===== src/drc_pkg.sv =====
// shared types, constants and status codes of the dirty rectangle coalescer
package drc_pkg;

  localparam int CW = 10;   // coordinate width
  localparam int SW = 11;   // size width

  localparam int DEF_SCREEN_WIDTH  = 240;
  localparam int DEF_SCREEN_HEIGHT = 320;
  localparam int DEF_MAX_REGIONS   = 16;
  localparam int DEF_MIN_SPAN      = 16;

  localparam int RESULT_CAP = 16;
  localparam int RELW       = 5;

  localparam logic [15:0] MIN_AGE_RESET = 16'd100;
  localparam logic [7:0]  FULL_RESET    = 8'd10;

  localparam logic CFG_MIN_AGE = 1'b0;
  localparam logic CFG_FULL    = 1'b1;

  localparam logic [2:0] ST_MERGED   = 3'd0;
  localparam logic [2:0] ST_APPENDED = 3'd1;
  localparam logic [2:0] ST_DROPPED  = 3'd2;
  localparam logic [2:0] ST_RELEASED = 3'd3;
  localparam logic [2:0] ST_NONE     = 3'd4;

  typedef struct packed {
    logic [CW-1:0] left;
    logic [CW-1:0] top;
    logic [SW-1:0] w;
    logic [SW-1:0] h;
    logic [31:0]   born;
    logic [7:0]    merges;
  } region_t;

  typedef struct packed {
    logic shift;
    logic load;
    logic append;
  } cell_ctrl_t;

endpackage


===== src/drc_cell.sv =====
// one table slot of the region queue, shifting toward the head
module drc_cell
  import drc_pkg::*;
(
  input  logic       clk,
  input  cell_ctrl_t ctrl,
  input  region_t    nbr,
  input  region_t    push_val,
  input  region_t    app_val,
  output region_t    entry
);

  always_ff @(posedge clk) begin
    if (ctrl.append) begin
      entry <= app_val;
    end else if (ctrl.load) begin
      entry <= push_val;
    end else if (ctrl.shift) begin
      entry <= nbr;
    end
  end

endmodule


===== src/dirty_rectangle_coalescer_core.sv =====
// dirty rectangle coalescer: region queue of cells and its walk sequencer
//
// Input stream s_axis: tuser is the opcode (0 insert, 1 drain), tdata carries
// the rectangle corners and the time. Output stream m_axis: tuser is the
// status, tdata the released region, tlast marks the final result of an item.
// Config channel cfg_*: index 0 is min_age_ms, index 1 is full_after_merges.
//
// Regions sit in a row of cells used as a queue, head in cell 0. Each item
// walks the queue once: every cycle, unless a stalled receiver holds the walk,
// the head is popped, examined and either pushed back at the tail of the queue
// or released. An insert passes through clamp and align, growth, a walk step
// per stored region, a closing step and the issue of its registered result;
// a drain has only the walk, the closing step and the issue. The next item is
// taken the cycle after the final result has moved into the output register;
// no new item is accepted while one is still in progress.
// A release waits in a holding register until the next release or the end of
// the walk decides its tlast; a stalled receiver halts the walk at that point.
// Reset empties the table and restores the register defaults; no clearing
// pass is needed.
module dirty_rectangle_coalescer_core
  import drc_pkg::*;
#(
  parameter int SCREEN_WIDTH  = DEF_SCREEN_WIDTH,
  parameter int SCREEN_HEIGHT = DEF_SCREEN_HEIGHT,
  parameter int MAX_REGIONS   = DEF_MAX_REGIONS,
  parameter int MIN_SPAN      = DEF_MIN_SPAN
) (
  input  logic        clk,
  input  logic        rst,
  input  logic        s_axis_tvalid,
  output logic        s_axis_tready,
  input  logic        s_axis_tuser,   // opcode
  input  logic [95:0] s_axis_tdata,   // left_x, top_y, right_x, bottom_y, now_ms
  output logic        m_axis_tvalid,
  input  logic        m_axis_tready,
  output logic [2:0]  m_axis_tuser,   // status
  output logic [47:0] m_axis_tdata,   // region_x, region_y, region_width,
                                      // region_height, redraw_all
  output logic        m_axis_tlast,
  input  logic        cfg_valid,
  output logic        cfg_ready,
  input  logic        cfg_index,
  input  logic [15:0] cfg_data
);

  localparam int CNTW = $clog2(MAX_REGIONS + 1);
  localparam logic [CW-1:0] XMAX = CW'(SCREEN_WIDTH - 1);
  localparam logic [CW-1:0] YMAX = CW'(SCREEN_HEIGHT - 1);

  typedef enum logic [2:0] {S_IDLE, S_CLAMP, S_GROW, S_WALK, S_DONE} state_t;

  state_t state;
  logic [15:0] min_age;
  logic [7:0]  full_after;
  logic        op;
  logic [15:0] in_l, in_t, in_r, in_b;
  logic [31:0] now;
  logic [CW-1:0] x1, x2, y1, y2;
  logic [CNTW-1:0] count, len, k;
  logic        hit;
  logic [RELW-1:0] nrel;
  logic        pend_valid;
  region_t     pend;
  logic        pend_full;

  logic        out_valid;
  logic [2:0]  out_status;
  region_t     out_reg;
  logic        out_full;
  logic        out_last;

  region_t     cells [MAX_REGIONS];
  region_t     head, merged, push_val, app_val;
  logic        step, push, app, out_load;

  // clamp a signed coordinate into [0, hi]
  function automatic logic [CW-1:0] clampc(input logic [15:0] v, input logic [CW-1:0] hi);
    logic signed [16:0] sv;
    sv = {v[15], v};
    if (sv < 17'sd0) return '0;
    if (sv > $signed({7'd0, hi})) return hi;
    return v[CW-1:0];
  endfunction

  // clamp and align stage
  logic [CW-1:0] cx1, cx2, cy1, cy2, ax2;
  always_comb begin
    cx1 = clampc(in_l, XMAX);
    cx2 = clampc(in_r, XMAX);
    cy1 = clampc(in_t, YMAX);
    cy2 = clampc(in_b, YMAX);
    if (cx1 > cx2) cx1 = cx2;
    if (cy1 > cy2) cy1 = cy2;
    ax2 = {cx2[CW-1:3], 3'b111};
    if (ax2 > XMAX) ax2 = XMAX;
  end

  // growth stage
  logic [CW-1:0] gx1, gx2, gy1, gy2;
  logic [SW-1:0] spx, spy, ex, ey;
  logic [SW:0]   sbx, sby;
  always_comb begin
    gx1 = x1;
    gx2 = x2;
    gy1 = y1;
    gy2 = y2;
    spx = SW'({1'b0, x2} - {1'b0, x1} + 11'd1);
    spy = SW'({1'b0, y2} - {1'b0, y1} + 11'd1);
    ex  = SW'((SW'(MIN_SPAN) - spx) >> 1);
    ey  = SW'((SW'(MIN_SPAN) - spy) >> 1);
    sbx = {2'b0, x2} + {1'b0, ex};
    sby = {2'b0, y2} + {1'b0, ey};
    if (spx < SW'(MIN_SPAN)) begin
      gx1 = ({1'b0, x1} < ex) ? '0 : CW'({1'b0, x1} - ex);
      gx2 = (sbx > {2'b0, XMAX}) ? XMAX : CW'(sbx);
    end
    if (spy < SW'(MIN_SPAN)) begin
      gy1 = ({1'b0, y1} < ey) ? '0 : CW'({1'b0, y1} - ey);
      gy2 = (sby > {2'b0, YMAX}) ? YMAX : CW'(sby);
    end
  end

  // head examination: overlap, merge, age
  logic [SW:0] rxe, rye, nx2, ny2, hx2, hy2;
  logic [CW-1:0] nx1, ny1;
  logic        ovl, aged, rel, full_flag, out_free;
  always_comb begin
    head = cells[0];
    rxe  = {1'b0, head.w} + {2'b0, head.left};
    rye  = {1'b0, head.h} + {2'b0, head.top};
    ovl  = ({2'b0, x1} <= rxe) && (x2 >= head.left) &&
           ({2'b0, y1} <= rye) && (y2 >= head.top);
    nx1  = (head.left < x1) ? head.left : x1;
    ny1  = (head.top < y1) ? head.top : y1;
    hx2  = rxe - 12'd1;
    hy2  = rye - 12'd1;
    nx2  = (hx2 > {2'b0, x2}) ? hx2 : {2'b0, x2};
    ny2  = (hy2 > {2'b0, y2}) ? hy2 : {2'b0, y2};
    merged        = head;
    merged.left   = nx1;
    merged.top    = ny1;
    merged.w      = SW'(nx2 - {2'b0, nx1} + 12'd1);
    merged.h      = SW'(ny2 - {2'b0, ny1} + 12'd1);
    merged.merges = (head.merges == 8'hff) ? head.merges : head.merges + 8'd1;
    aged      = (now - head.born) >= {16'd0, min_age};
    full_flag = head.merges > full_after;
    rel       = op && aged && (nrel < RELW'(RESULT_CAP));
    out_free  = !out_valid || m_axis_tready;

    app_val        = '0;
    app_val.left   = x1;
    app_val.top    = y1;
    app_val.w      = SW'({1'b0, x2} - {1'b0, x1} + 11'd1);
    app_val.h      = SW'({1'b0, y2} - {1'b0, y1} + 11'd1);
    app_val.born   = now;
    app_val.merges = 8'd1;

    push_val = (!op && !hit && ovl) ? merged : head;
    step = (state == S_WALK) && (k != count) && (!rel || !pend_valid || out_free);
    push = step && !rel;
    app  = (state == S_DONE) && out_free && !op && !hit && (count < CNTW'(MAX_REGIONS));
    out_load = (step && rel && pend_valid) || ((state == S_DONE) && out_free);
  end

  for (genvar i = 0; i < MAX_REGIONS; i++) begin : g_cell
    cell_ctrl_t ctrl;
    region_t    nbr;
    assign ctrl.shift  = step;
    assign ctrl.load   = push && (len == CNTW'(i + 1));
    assign ctrl.append = app && (count == CNTW'(i));
    if (i == MAX_REGIONS - 1) begin : g_tail
      assign nbr = cells[i];
    end else begin : g_mid
      assign nbr = cells[i + 1];
    end
    drc_cell u_cell (
      .clk      (clk),
      .ctrl     (ctrl),
      .nbr      (nbr),
      .push_val (push_val),
      .app_val  (app_val),
      .entry    (cells[i])
    );
  end

  always_ff @(posedge clk) begin
    if (rst) begin
      state      <= S_IDLE;
      min_age    <= MIN_AGE_RESET;
      full_after <= FULL_RESET;
      count      <= '0;
      pend_valid <= 1'b0;
      out_valid  <= 1'b0;
    end else begin
      if (cfg_valid) begin
        unique case (cfg_index)
          CFG_MIN_AGE: min_age <= cfg_data;
          CFG_FULL:    full_after <= cfg_data[7:0];
          default:     ;
        endcase
      end
      if (out_load) begin
        out_valid <= 1'b1;
      end else if (m_axis_tready) begin
        out_valid <= 1'b0;
      end

      unique case (state)
        S_IDLE: begin
          if (s_axis_tvalid) begin
            op    <= s_axis_tuser;
            in_l  <= s_axis_tdata[15:0];
            in_t  <= s_axis_tdata[31:16];
            in_r  <= s_axis_tdata[47:32];
            in_b  <= s_axis_tdata[63:48];
            now   <= s_axis_tdata[95:64];
            k     <= '0;
            len   <= count;
            hit   <= 1'b0;
            nrel  <= '0;
            state <= s_axis_tuser ? S_WALK : S_CLAMP;
          end
        end
        S_CLAMP: begin
          x1    <= {cx1[CW-1:3], 3'b000};
          x2    <= ax2;
          y1    <= cy1;
          y2    <= cy2;
          state <= S_GROW;
        end
        S_GROW: begin
          x1    <= gx1;
          x2    <= gx2;
          y1    <= gy1;
          y2    <= gy2;
          state <= S_WALK;
        end
        S_WALK: begin
          if (k == count) begin
            state <= S_DONE;
          end else if (step) begin
            k <= k + 1'b1;
            if (!op) hit <= hit | ovl;
            if (rel) begin
              pend       <= head;
              pend_full  <= full_flag;
              pend_valid <= 1'b1;
              nrel       <= nrel + 1'b1;
              len        <= len - 1'b1;
              if (pend_valid) begin
                out_status <= ST_RELEASED;
                out_reg    <= pend;
                out_full   <= pend_full;
                out_last   <= 1'b0;
              end
            end
          end
        end
        S_DONE: begin
          if (out_free) begin
            out_last  <= 1'b1;
            state     <= S_IDLE;
            if (op && pend_valid) begin
              out_reg  <= pend;
              out_full <= pend_full;
            end else begin
              out_reg  <= '0;
              out_full <= 1'b0;
            end
            if (op) begin
              count      <= len;
              pend_valid <= 1'b0;
              out_status <= pend_valid ? ST_RELEASED : ST_NONE;
            end else if (hit) begin
              out_status <= ST_MERGED;
            end else if (app) begin
              out_status <= ST_APPENDED;
              count      <= count + 1'b1;
            end else begin
              out_status <= ST_DROPPED;
            end
          end
        end
        default: state <= S_IDLE;
      endcase
    end
  end

  assign s_axis_tready = (state == S_IDLE);
  assign cfg_ready     = 1'b1;
  assign m_axis_tvalid = out_valid;
  assign m_axis_tuser  = out_status;
  assign m_axis_tlast  = out_last;
  assign m_axis_tdata  = {5'd0, out_full, out_reg.h, out_reg.w, out_reg.top, out_reg.left};

  a_count_max: assert property (@(posedge clk) disable iff (rst)
    count <= CNTW'(MAX_REGIONS)) else $error("region count above table size");
  a_walk_idx: assert property (@(posedge clk) disable iff (rst)
    (state == S_WALK) |-> (k <= count && len <= count)) else $error("walk index out of range");
  a_none_last: assert property (@(posedge clk) disable iff (rst)
    (m_axis_tvalid && m_axis_tuser == ST_NONE) |-> m_axis_tlast)
    else $error("empty drain result not last");
  a_pend_rel: assert property (@(posedge clk) disable iff (rst)
    pend_valid |-> (nrel != '0)) else $error("held release without count");

endmodule


===== config.mk =====
export PLATFORM = sky130hd
export DESIGN_NAME = dirty_rectangle_coalescer_core
export DESIGN_NICKNAME = d
export VERILOG_FILES = /design/src/drc_pkg.sv /design/src/drc_cell.sv /design/src/dirty_rectangle_coalescer_core.sv
export SDC_FILE = /design/constraint.sdc
export NUM_CORES = 2
export LEC_CHECK = 0
export BUFFER_PORTS_ARGS = -buffer_cell sky130_fd_sc_hd__buf_2
export CAP_MARGIN = 10
export CORE_UTILIZATION = 35
export CTS_CLUSTER_SIZE = 16
export DETAILED_ROUTE_END_ITERATION = 10
export PLACE_DENSITY = 0.59
export SLEW_MARGIN = 25
export SYNTH_ARGS = -nofsm -noshare
export SYNTH_HDL_FRONTEND = slang
export SYNTH_SLANG_ARGS = --single-unit

===== constraint.sdc =====
create_clock -name clk -period 9.1 [get_ports clk]
set_input_delay 0.455 -clock clk [delete_from_list [all_inputs] [get_ports clk]]
set_output_delay 0.455 -clock clk [all_outputs]
set_load 0.01 [all_outputs]

==> qor.txt <==
Post-synth top area cell = sky130_fd_sc_hd__edfxtp_1
Final setup violation count = 0
Setup Total Neg Slack = 0 ps
Critical Path AT = 8520 ps
H-tree levels = 4
Number of global-route vias before repair = 68,500
Clock root buffer = sky130_fd_sc_hd__clkbuf_16
Num ports = 174
Cell count after placement = 11,600
Async set-reset flop share out of synthesis = 0
Routed wire length = 305,000 µm
Register bit total from synthesis = 1,589
Worst-case headroom to the max-slew limit = 0.234
Number of antenna violations at the first check in global routing = 12
Static leakage power = 0.0349 µW
Number of flops mapped to enable cells by yosys = 1,427
Global routing met2 resource utilization = 0.378
Vias = 71,500
Routing layer with the top usage in global route = met2
Post-CTS Repair Setup Buffers = 0
Power density over the cells = 219 nW/µm²
Die height = 495 µm
Yosys cell types = 99
Maximum fanout along the worst path = 22
Count of warnings emitted by yosys = 0
Clock Path Buffers = 3
Post-route fraction of the period consumed by the critical path = 0.871
Starting density of the core = 0.353
Clock slew seen by the registers of the worst setup and hold paths = 60 ps
Mean number of vias per cell = 5.94
Fin area = 96,200 µm²
Final hold violations = 0
Met3 routing resource usage after global routing = 0.0602
Antenna-violating nets left = 0
Share of the synthesized area in the top cell type = 0.504
Routed wire per std cell = 25.4 µm
Post-synthesis sequential area ratio = 0.542
# nets final = 9,123
Violation count after the first detailed-routing iteration = 9,156
WHS = 35.2 ps
Maximum number of pins on one net before global-route repair = 93
Fmax = 126 MHz
Setup repair after global routing missed its margin = false
Pre-antenna DRT Iters = 7
P&R area growth vs syn = 13.2%
Global-route usage over all layers = 0.243
Clock buffer count from CTS = 178
Worst Hold Class = primary input to flip-flop
Site Rows = 180
Global-route wire length before repair = 451,000 µm
Synth Flop Type = sky130_fd_sc_hd__edfxtp_1
Worst skew pair latency = 880 ps
Met1 usage = 0.332
Slew at the pin closest to its max-slew limit = 1140 ps
Biggest area contributors in the synthesized netlist = sky130_fd_sc_hd__edfxtp_1 50%, sky130_fd_sc_hd__nand2_1 7.0%, sky130_fd_sc_hd__ha_1 4.4%
Number of violations of the max-capacitance limit = 0
Required arrival time at the worst endpoint = 9690 ps
Number of buffers inserted by port buffering = 167
Result of the run = finished, final reports clean
Worst setup skew after layout = 56.8 ps
Overall overflow remaining after global route = 0
Clock sink count = 1,589
Critical path class = flip-flop to flip-flop
Gp weighted congestion = 0.901
Post-Syn Area = 85,000 µm²
Pwr Total = 21,000 µW
Layout cell share with drive strength beyond 1 = 0.0952
Final count of pins violating max slew = 0
Peak supply drop = 174 µV
Remaining design rule violation count = 0
Startpoint type of the worst setup path = flip-flop
Die Footprint = 245,000 µm²
Chip width = 495 µm
Critical path capture point type = flip-flop
Floorplan Core Area = 241,000 µm²
Placed wire-length estimate = 188,000 µm
Mapped Cells = 8,802
Clock tree from TritonCTS = built
Synthesized area per cell = 9.65 µm²
Dpl cell area = 89,200 µm²
Final critical delay including setup and external delays = 7930 ps
Final cell count without fillers = 12,000
## cell usage in the layout, fill, tap and decap left out, drive strengths merged, types with 255 or more instances in the layout
cell type	instances
o211ai	314
nand2	1591
nor2	944
a31oi	467
o22ai	267
nand3	420
a21oi	354
ha	300
edfxtp	1427
buf	392
o21ai	520
inv	255
## state kept, by name, indices dropped and copies added (netlist names), 3 cells and up
signal and count:
pend 42, full_after 8, in_l 16, len 5, x2 10, m_axis_tdata 42, y1 10, in_r 16
min_age 16, y2 10, state 3, x1 10, in_b 16, k 5, count 5, g_cell.u_cell.entry 1312
in_t 16, nrel 5, now 32, m_axis_tuser 3
## metrics by stage
step                      utilization  setup WS (ps)
after global placement          0.370           1360
after floorplan                     -            622
after detailed placement        0.370           1380
final                           0.399           1170
after CTS                       0.399           1350
after global routing            0.399            823
## cells by family (layout without fill, tap and decap cells)
kind of cell / after synthesis / in the layout / synth area share
AOI/OAI and AO/OA: 2295 / 2295 / 0.173
xor gates and xnor gates: 137 / 137 / 0.0144
adders and majority gates: 312 / 312 / 0.0469
buffers and inverters: 1072 / 1095 / 0.0505
DFF: 1589 / 1589 / 0.542
muxes: 67 / 67 / 0.00898
other: 2 / 19 / 0.0000884
and+or+nand+nor: 3328 / 3328 / 0.164
## final timing paths
path                                                     startpoint                              endpoint  slack [ps]  depth (start not counted)
worst max-delay path            g_cell[0].u_cell.entry[8]$_DFFE_PP_  g_cell[0].u_cell.entry[44]$_DFFE_PP_        1170                         23
worst min-delay path                                      cfg_index               min_age[8]$_SDFFE_PP0P_          40                          4
worst max register to register  g_cell[0].u_cell.entry[8]$_DFFE_PP_  g_cell[0].u_cell.entry[44]$_DFFE_PP_        1170                         23
worst min register to register           full_after[2]$_SDFFE_PP0P_            full_after[2]$_SDFFE_PP0P_         460                          2
## where the power goes
group | leakage [µW] | internal (µW) | switching, µW
logic | 0.0178 | 1680 | 3130
registers | 0.0144 | 8730 | 368
clock network | 0.00275 | 3980 | 3160
total | 0.0349 | 14400 | 6650
## per-layer routing
layer | part of all wire | vias to the layer above
met5 | 0.000043 | -
met4 | 0.031 | 2
met3 | 0.12 | 602
met2 | 0.44 | 4183
met1 | 0.41 | 35000
li1 | - | 31700
## critical path, stage by stage (launching register included)
cell and delay, ps:
sky130_fd_sc_hd__edfxtp_1 750, sky130_fd_sc_hd__ha_1 380, sky130_fd_sc_hd__inv_1 80, sky130_fd_sc_hd__fa_1 430
sky130_fd_sc_hd__a211oi_2 270, sky130_fd_sc_hd__o21ai_2 130, sky130_fd_sc_hd__o21ai_0 180, sky130_fd_sc_hd__nand2_1 100
sky130_fd_sc_hd__a21o_1 190, sky130_fd_sc_hd__a21oi_1 170, sky130_fd_sc_hd__xnor2_1 160, sky130_fd_sc_hd__ha_1 220
sky130_fd_sc_hd__a21o_1 170, sky130_fd_sc_hd__a21oi_1 150, sky130_fd_sc_hd__o221ai_1 130, sky130_fd_sc_hd__a221oi_1 270
sky130_fd_sc_hd__nand4_1 160, sky130_fd_sc_hd__nor4b_1 270, sky130_fd_sc_hd__nand4_1 250, sky130_fd_sc_hd__or4_2 1130
sky130_fd_sc_hd__a21boi_4 900, sky130_fd_sc_hd__buf_4 510, sky130_fd_sc_hd__o21ai_0 150, sky130_fd_sc_hd__o22ai_1 460
## synthesized netlist by cell type (61+ instances only)
cell / number
sky130_fd_sc_hd__inv_1: 250
sky130_fd_sc_hd__buf_2: 146
sky130_fd_sc_hd__o21ai_1: 170
sky130_fd_sc_hd__o211ai_1: 314
sky130_fd_sc_hd__dfxtp_1: 162
sky130_fd_sc_hd__clkbuf_1: 601
sky130_fd_sc_hd__ha_1: 300
sky130_fd_sc_hd__and3_1: 64
sky130_fd_sc_hd__a31oi_1: 465
sky130_fd_sc_hd__o22ai_1: 267
sky130_fd_sc_hd__nand3_1: 420
sky130_fd_sc_hd__edfxtp_1: 1427
sky130_fd_sc_hd__xnor2_1: 92
sky130_fd_sc_hd__o21ai_0: 348
sky130_fd_sc_hd__nor3_1: 94
sky130_fd_sc_hd__nand2_1: 1591
sky130_fd_sc_hd__a21o_1: 61
sky130_fd_sc_hd__a21oi_1: 341
sky130_fd_sc_hd__nor2_1: 943
## layout make-up
type,instances,area (µm²)
diodes,4,10.0
well taps,3185,3990
multi-input cells,6154,35400
flip-flops and latches,1589,46100
inverters,264,1030
fillers,23200,145000
repair buffers,506,4080
clock inverters,92,827
clock buffers,233,4830
## repair_timing
item / CTS / global route
hold buffers: 114 / 0
endpoints found under the hold margin: 123 / 0
resized for setup: 0 / 0
Power figures use the tool's default switching activity.
